`src/rtl/rdc_pkg.sv`:
```
// ----------------------------------------------------------------------------
// rdc_pkg
// Types and constants for the radix digit converter: controller states and
// the command and status groups between controller and datapath.
// ----------------------------------------------------------------------------
package rdc_pkg;

    localparam int DIGIT_W = 8;
    localparam logic [DIGIT_W-1:0] RADIX_RESET = 8'd2;
    localparam logic [DIGIT_W-1:0] RADIX_MIN   = 8'd2;

    typedef enum logic [2:0] {
        S_IDLE,
        S_DIV,
        S_PUSH,
        S_POP,
        S_DATA
    } t_state;

    typedef struct packed {
        logic load;      // take a new value, clear digit count
        logic start;     // clear remainder and step counter
        logic div_step;  // one restoring division step
        logic push;      // write remainder onto digit stack
        logic pop;       // read top of digit stack
        logic out_load;  // load output register from stack read data
    } t_cmd;

    typedef struct packed {
        logic div_last;
        logic quot_zero;
        logic count_zero;
        logic out_free;
    } t_status;

endpackage

```
`src/rtl/rdc_ram.sv`:
```
// ----------------------------------------------------------------------------
// rdc_ram
// Generic single-write, single-read RAM with registered read data.
// ----------------------------------------------------------------------------
module rdc_ram #(
    parameter int WIDTH = 8,
    parameter int DEPTH = 32
) (
    input  logic                     i_clk,
    input  logic                     i_we,
    input  logic [$clog2(DEPTH)-1:0] i_waddr,
    input  logic [WIDTH-1:0]         i_wdata,
    input  logic                     i_re,
    input  logic [$clog2(DEPTH)-1:0] i_raddr,
    output logic [WIDTH-1:0]         o_rdata
);

    logic [WIDTH-1:0] r_mem [DEPTH];
    logic [WIDTH-1:0] r_rdata;

    always_ff @(posedge i_clk) begin
        if (i_we) begin
            r_mem[i_waddr] <= i_wdata;
        end
        if (i_re) begin
            r_rdata <= r_mem[i_raddr];
        end
    end

    assign o_rdata = r_rdata;

endmodule

```
`src/rtl/rdc_datapath.sv`:
```
// ----------------------------------------------------------------------------
// rdc_datapath
// Radix register, bit-serial restoring divider, digit stack and output
// register of the radix digit converter.
// ----------------------------------------------------------------------------
module rdc_datapath #(
    parameter int VALUE_WIDTH = 31,
    parameter int MAX_DIGITS  = 32
) (
    input  logic                   i_clk,
    input  logic                   i_rst_n,
    input  logic                   i_cfg_we,
    input  logic [7:0]             i_cfg_data,
    input  logic [VALUE_WIDTH-1:0] i_value,
    input  rdc_pkg::t_cmd          i_cmd,
    output rdc_pkg::t_status       o_status,
    input  logic                   i_m_tready,
    output logic                   o_m_tvalid,
    output logic [7:0]             o_m_digit,
    output logic                   o_m_last
);

    import rdc_pkg::*;

    localparam int STEP_W = $clog2(VALUE_WIDTH);
    localparam int CNT_W  = $clog2(MAX_DIGITS + 1);
    localparam int ADDR_W = $clog2(MAX_DIGITS);

    logic [DIGIT_W-1:0]     r_radix;
    logic [VALUE_WIDTH-1:0] r_quot;
    logic [DIGIT_W-1:0]     r_rem;
    logic [STEP_W-1:0]      r_step;
    logic [CNT_W-1:0]       r_count;
    logic                   r_out_valid;
    logic [DIGIT_W-1:0]     r_out_digit;
    logic                   r_out_last;

    logic [DIGIT_W-1:0]     base;
    logic [DIGIT_W:0]       trial;
    logic                   ge;
    logic [DIGIT_W:0]       diff;
    logic                   full;
    logic                   we;
    logic [CNT_W-1:0]       count_dec;
    logic [DIGIT_W-1:0]     rd_data;

    assign base  = (r_radix < RADIX_MIN) ? RADIX_MIN : r_radix;
    assign trial = {r_rem, r_quot[VALUE_WIDTH-1]};
    assign ge    = trial >= {1'b0, base};
    assign diff  = trial - {1'b0, base};

    assign full      = r_count == CNT_W'(MAX_DIGITS);
    assign we        = i_cmd.push && !full;
    assign count_dec = r_count - 1'b1;

    always_ff @(posedge i_clk) begin
        if (!i_rst_n) begin
            r_radix <= RADIX_RESET;
        end else if (i_cfg_we) begin
            r_radix <= i_cfg_data;
        end
    end

    always_ff @(posedge i_clk) begin
        if (!i_rst_n) begin
            r_quot  <= '0;
            r_count <= '0;
        end else begin
            if (i_cmd.load) begin
                r_quot  <= i_value;
                r_count <= '0;
            end else begin
                if (i_cmd.div_step) begin
                    r_quot <= {r_quot[VALUE_WIDTH-2:0], ge};
                end
                if (we) begin
                    r_count <= r_count + 1'b1;
                end else if (i_cmd.pop) begin
                    r_count <= count_dec;
                end
            end
        end
    end

    always_ff @(posedge i_clk) begin
        if (i_cmd.start) begin
            r_rem  <= '0;
            r_step <= '0;
        end else if (i_cmd.div_step) begin
            r_rem  <= ge ? diff[DIGIT_W-1:0] : trial[DIGIT_W-1:0];
            r_step <= r_step + 1'b1;
        end
    end

    rdc_ram #(
        .WIDTH (DIGIT_W),
        .DEPTH (MAX_DIGITS)
    ) u_stack (
        .i_clk   (i_clk),
        .i_we    (we),
        .i_waddr (r_count[ADDR_W-1:0]),
        .i_wdata (r_rem),
        .i_re    (i_cmd.pop),
        .i_raddr (count_dec[ADDR_W-1:0]),
        .o_rdata (rd_data)
    );

    always_ff @(posedge i_clk) begin
        if (!i_rst_n) begin
            r_out_valid <= 1'b0;
        end else if (i_cmd.out_load) begin
            r_out_valid <= 1'b1;
        end else if (i_m_tready) begin
            r_out_valid <= 1'b0;
        end
    end

    always_ff @(posedge i_clk) begin
        if (i_cmd.out_load) begin
            r_out_digit <= rd_data;
            r_out_last  <= r_count == '0;
        end
    end

    assign o_status.div_last   = r_step == STEP_W'(VALUE_WIDTH - 1);
    assign o_status.quot_zero  = r_quot == '0;
    assign o_status.count_zero = r_count == '0;
    assign o_status.out_free   = !r_out_valid || i_m_tready;

    assign o_m_tvalid = r_out_valid;
    assign o_m_digit  = r_out_digit;
    assign o_m_last   = r_out_last;

    a_out_no_overwrite: assert property (@(posedge i_clk) disable iff (!i_rst_n)
        i_cmd.out_load |-> (!r_out_valid || i_m_tready))
        else $error("output register overwritten while a result waits");

    a_pop_nonempty: assert property (@(posedge i_clk) disable iff (!i_rst_n)
        i_cmd.pop |-> r_count != '0)
        else $error("pop from empty digit stack");

    a_push_count: assert property (@(posedge i_clk) disable iff (!i_rst_n)
        (we && !i_cmd.load) |=> r_count == $past(r_count) + 1'b1)
        else $error("digit count did not advance on push");

    a_count_bound: assert property (@(posedge i_clk) disable iff (!i_rst_n)
        r_count <= CNT_W'(MAX_DIGITS))
        else $error("digit count beyond stack depth");

endmodule

```
`src/rtl/rdc_ctrl.sv`:
```
// ----------------------------------------------------------------------------
// rdc_ctrl
// Controller of the radix digit converter: sequences division steps,
// stack pushes and pops, and result hand-off.
// ----------------------------------------------------------------------------
module rdc_ctrl (
    input  logic             i_clk,
    input  logic             i_rst_n,
    input  logic             i_s_tvalid,
    output logic             o_s_tready,
    input  rdc_pkg::t_status i_status,
    output rdc_pkg::t_cmd    o_cmd
);

    import rdc_pkg::*;

    t_state r_state;
    t_state n_state;

    always_ff @(posedge i_clk) begin
        if (!i_rst_n) begin
            r_state <= S_IDLE;
        end else begin
            r_state <= n_state;
        end
    end

    always_comb begin
        n_state    = r_state;
        o_cmd      = '0;
        o_s_tready = 1'b0;
        unique case (r_state)
            S_IDLE: begin
                o_s_tready = 1'b1;
                if (i_s_tvalid) begin
                    o_cmd.load  = 1'b1;
                    o_cmd.start = 1'b1;
                    n_state     = S_DIV;
                end
            end
            S_DIV: begin
                o_cmd.div_step = 1'b1;
                if (i_status.div_last) begin
                    n_state = S_PUSH;
                end
            end
            S_PUSH: begin
                o_cmd.push = 1'b1;
                if (i_status.quot_zero) begin
                    n_state = S_POP;
                end else begin
                    o_cmd.start = 1'b1;
                    n_state     = S_DIV;
                end
            end
            S_POP: begin
                o_cmd.pop = 1'b1;
                n_state   = S_DATA;
            end
            S_DATA: begin
                if (i_status.out_free) begin
                    o_cmd.out_load = 1'b1;
                    n_state = i_status.count_zero ? S_IDLE : S_POP;
                end
            end
            default: begin
                n_state = S_IDLE;
            end
        endcase
    end

endmodule

```
`src/rtl/radix_digit_converter.sv`:
```
// ----------------------------------------------------------------------------
// radix_digit_converter
// Converts a non-negative integer to digits of a configured radix, most
// significant first, with tlast on the final digit. Zero gives one digit 0.
// ----------------------------------------------------------------------------
// The value is divided by the radix once per digit in a restoring divider
//   that produces one quotient bit per cycle; remainders go onto the stack.
// Digits leave through a stack RAM read, then the output register, which
//   holds while the output stalls. A new value is taken only in idle.
// Reset (synchronous, active low) returns to idle, radix 2, empty stack.
// ----------------------------------------------------------------------------
module radix_digit_converter #(
    parameter int VALUE_WIDTH = 31,
    parameter int MAX_DIGITS  = 32
) (
    input  logic                                 i_clk,
    input  logic                                 i_rst_n,
    input  logic                                 i_cfg_valid,
    output logic                                 o_cfg_ready,
    input  logic [7:0]                           i_cfg_data,     // radix
    input  logic                                 i_s_axis_tvalid,
    output logic                                 o_s_axis_tready,
    input  logic [((VALUE_WIDTH+7)/8)*8-1:0]     i_s_axis_tdata, // value
    output logic                                 o_m_axis_tvalid,
    input  logic                                 i_m_axis_tready,
    output logic [7:0]                           o_m_axis_tdata, // digit
    output logic                                 o_m_axis_tlast  // last_digit
);

    import rdc_pkg::*;

    t_cmd    cmd;
    t_status status;

    assign o_cfg_ready = 1'b1;

    rdc_ctrl u_ctrl (
        .i_clk      (i_clk),
        .i_rst_n    (i_rst_n),
        .i_s_tvalid (i_s_axis_tvalid),
        .o_s_tready (o_s_axis_tready),
        .i_status   (status),
        .o_cmd      (cmd)
    );

    rdc_datapath #(
        .VALUE_WIDTH (VALUE_WIDTH),
        .MAX_DIGITS  (MAX_DIGITS)
    ) u_datapath (
        .i_clk      (i_clk),
        .i_rst_n    (i_rst_n),
        .i_cfg_we   (i_cfg_valid),
        .i_cfg_data (i_cfg_data),
        .i_value    (i_s_axis_tdata[VALUE_WIDTH-1:0]),
        .i_cmd      (cmd),
        .o_status   (status),
        .i_m_tready (i_m_axis_tready),
        .o_m_tvalid (o_m_axis_tvalid),
        .o_m_digit  (o_m_axis_tdata),
        .o_m_last   (o_m_axis_tlast)
    );

endmodule

```
`config.mk`:
```
export PLATFORM = sky130hd
export DESIGN_NAME = radix_digit_converter
export DESIGN_NICKNAME = d
export VERILOG_FILES = /design/src/rtl/rdc_pkg.sv /design/src/rtl/rdc_ram.sv /design/src/rtl/rdc_datapath.sv /design/src/rtl/rdc_ctrl.sv /design/src/rtl/radix_digit_converter.sv
export SDC_FILE = /design/constraint.sdc
export NUM_CORES = 1
export LEC_CHECK = 0
export ABC_AREA = 1
export BUFFER_PORTS_ARGS = -buffer_cell sky130_fd_sc_hd__buf_4
export CAP_MARGIN = 20
export CORE_UTILIZATION = 60
export CTS_CLUSTER_SIZE = 20
export DETAILED_ROUTE_END_ITERATION = 10
export PLACE_DENSITY = 0.83
export SYNTH_ARGS = -nofsm -noshare
export SYNTH_HDL_FRONTEND = slang
export SYNTH_SLANG_ARGS = --single-unit
```
`constraint.sdc`:
```
create_clock -name i_clk -period 4.2 [get_ports i_clk]
set_input_delay 1.05 -clock i_clk [delete_from_list [all_inputs] [get_ports i_clk]]
set_output_delay 1.05 -clock i_clk [all_outputs]
set_load 0.05 [all_outputs]
```
==> metrics.yaml <==
hold_violations: 0
ys_types: 40
pwr-share-comb_pct: 21.4
drt_iter0_markers: 1458
insertion_delay_ps: 530
min_to: "u_datapath.o_m_digit[3]"
clkPwrFrac_pct: 33.7
grt_pass1_wl_mm: 50.6
layout.nets: 1445
synth_area_per_cell_sq_um: 10.6
setup_viol: 0
worst_pin_slew_ps: 1040
die-area_sq_mm: 0.0244
p_sw_mw: 2.77
required_ps: 4580
grt_max_degree: 82
hp-start: "u_datapath.u_stack.o_rdata[3]"
pwr-share-seq_pct: 44.9
hp-class: "reg -> reg"
power_density_mw_per_mm2: 569
synthCells: 1347
slew_headroom_pct: 30.1
ys_seq_area_share_pct: 66.0
finalSetupTns_ps: 0
ioPinCount: 57
io_buffers: 54
clk_pin_slew_ps: 60
core_sq_mm: 0.0234
whs_path_depth: 0
r2r-start: "u_datapath.r_count[0]"
synth.cell_area_sq_mm: 0.0143
drv_slew: 0
yosysWarningCount: 0
cts_num_sinks: 335
cts_htree_levels: 2
worst_ep_arrival_time_ps: 3630
drive_gt1_share_pct: 10.6
numCtsBuffers: 35
cts_tree: "done"
synth_edf_count: 273
finalCritPeriodShare_pct: 77.4
syn2layout_area_growth_pct: 12.0
r2r-end: "u_datapath.u_stack.o_rdata[7]"
synth_ff_type: "edfxtp_1"
peakVddDrop_uv: 443
cp_max_fo: 67
place_ws_ps: 1090
ctsResizeCount: 0
outcome: "complete, no violations"
antennaDiodeCount: 0
die_y_um: 156
rsz0062_at_grt: "no"
switching_share_pct: 30.3
p_int_mw: 6.35
num_vias: 10100
async_flop_share_pct: 0
cap_violations: 0
ys_seq_elements: 335
start_util_pct: 61.1
ant_nets: 0
antenna_found_initial: 0
avgViaCountPerCell: 5.86
path_class: "reg -> reg"
start_kind: "flop"
drt-pass1-iter-count: 5
grt_pass1_vias: 9515
postCtsSetupBuffers: 0
wl_per_cell_um: 19.3
hpwl_mm: 19.5
routabilityCongestion: 0.889
cts_hold_buf: 0
row_count: 56
fmax_mhz: 307
overflow: 0
period_needed_ps: 3250
leakagePower_nw: 5.72
syn_nets: 1408
num-fill-cells: 1643
clk_path_buf_depth: 3
fin_worst_skew_ps: 22.4
grt_usage_pct: 27.4
r2r_slack_ps: 950
drc: 0
reg2reg_depth: 9
layout_setup_ws_ps: 947
cp-end-kind: "flop"
die_x_um: 156
wl_mm: 33.3
root_buffer: "clkbuf_16"
critical path, cell delays in order (launching register included):
cell and delay, ps:
dfxtp_4 690, clkinv_2 210, ha_4 780, inv_2 350, nor2_1 220, o21ai_0 130, nand3_1 190, nand3_1 170
nand3_1 150, o21a_1 180
state kept, by name (all words and copies together), names as in the netlist:
register,count
u_datapath.r_count,6
u_datapath.u_stack.r_mem,256
u_datapath.r_quot,31
u_datapath.r_radix,8
u_datapath.r_rem,8
u_ctrl.r_state,3
u_datapath.o_m_digit,8
u_datapath.o_m_last,1
u_datapath.o_m_tvalid,1
u_datapath.u_stack.o_rdata,8
u_datapath.r_step,5
cell type report:
cell class              count  area, sq um  share of cell area [%]
multi-input cells         873         4230                    26.4
well taps                 319          399                    2.49
clock buffers              45          955                    5.97
inverters                  67          253                    1.58
repair buffers             72          536                    3.35
flip-flops and latches    335         9440                    59.0
clock inverters            18          184                    1.15
synth_stat cells (all sizes together), types with 9 or more instances:
master,count,area (sq um)
a21oi,20,100
a31oi,32,200
buf,55,317
clkbuf,17,65.1
dfxtp,62,1240
edfxtp,273,8200
ha,15,188
inv,66,248
nand2,205,792
nand3,79,395
nor2,288,1090
nor3,9,72.6
o211ai,53,398
o21ai,142,711
cells by family (layout without fill, tap and decap cells):
family          after synthesis  after routing  synth area share [%]
simple gates                592            592                  17.0
flops                       335            335                  66.0
compound gates              255            255                  10.3
buf+inv                     139            202                  4.43
fa+ha+maj                    16             16                  1.45
xor+xnor                      9              9                 0.788
other cells                   1              1                0.0262
how the worst max path moves through the flow:
stage	start	endpoint	slack (ps)
after floorplan	u_datapath.r_count[0]	u_datapath.u_stack.r_mem[27][0]	1790
after global placement	u_datapath.r_count[0]	u_datapath.u_stack.o_rdata[1]	1100
after detailed placement	u_datapath.r_count[0]	u_datapath.u_stack.o_rdata[7]	1090
after CTS	u_datapath.r_count[0]	u_datapath.u_stack.o_rdata[7]	980
after global routing	u_datapath.r_count[0]	u_datapath.u_stack.o_rdata[7]	830
final	u_datapath.r_count[0]	u_datapath.u_stack.o_rdata[7]	950
cells in the final DEF (no fill, tap or decap), types with 6 or more instances in the layout:
cell,n
a21oi_1,20
a31oi_1,32
buf_4,70
clkbuf_1,7
clkbuf_16,36
clkinv_1,8
dfxtp_1,61
edfxtp_1,273
ha_1,14
inv_1,56
inv_2,9
nand2_1,200
nand3_1,79
nor2_1,285
nor3_1,6
o211ai_1,53
o21a_1,8
o21ai_0,124
o21ai_1,18
per-stage QoR:
step | std cells | util (%) | power [mW] | hold WS [ps] | cell area [sq um]
4_1_cts | 1728 | 68.3 | 9.10 | 421 | 16000
3_3_place_gp | 1664 | 63.5 | 6.00 | 402 | 14900
2_1_floorplan | 1347 | - | 5.45 | 400 | 14300
3_5_place_dp | 1665 | 63.5 | 6.06 | 406 | 14900
5_1_grt | 1729 | 68.4 | 9.43 | 428 | 16000
6_report | 1729 | 68.4 | 9.11 | 420 | 16000
per-layer routing:
metal	GRT usage, %	routed length [um]	share of wire, %	vias to the layer above
li1	-	-	-	4765
met3	3.60	2810	8.4	88
met2	47.0	16700	50	508
met5	0	0	0	-
met1	35.2	12700	38	4775
met4	11.1	1130	3.4	0
power by group through the flow:
stage	Sequential [mW]	Combinational, mW	Clock (mW)
finish	4.10	1.95	3.07
global route	4.11	2.13	3.20
CTS	4.09	1.93	3.08
detailed placement	4.16	1.90	0
global placement	4.16	1.85	0
floorplan	4.28	1.17	0
Power figures use the tool's default switching activity.
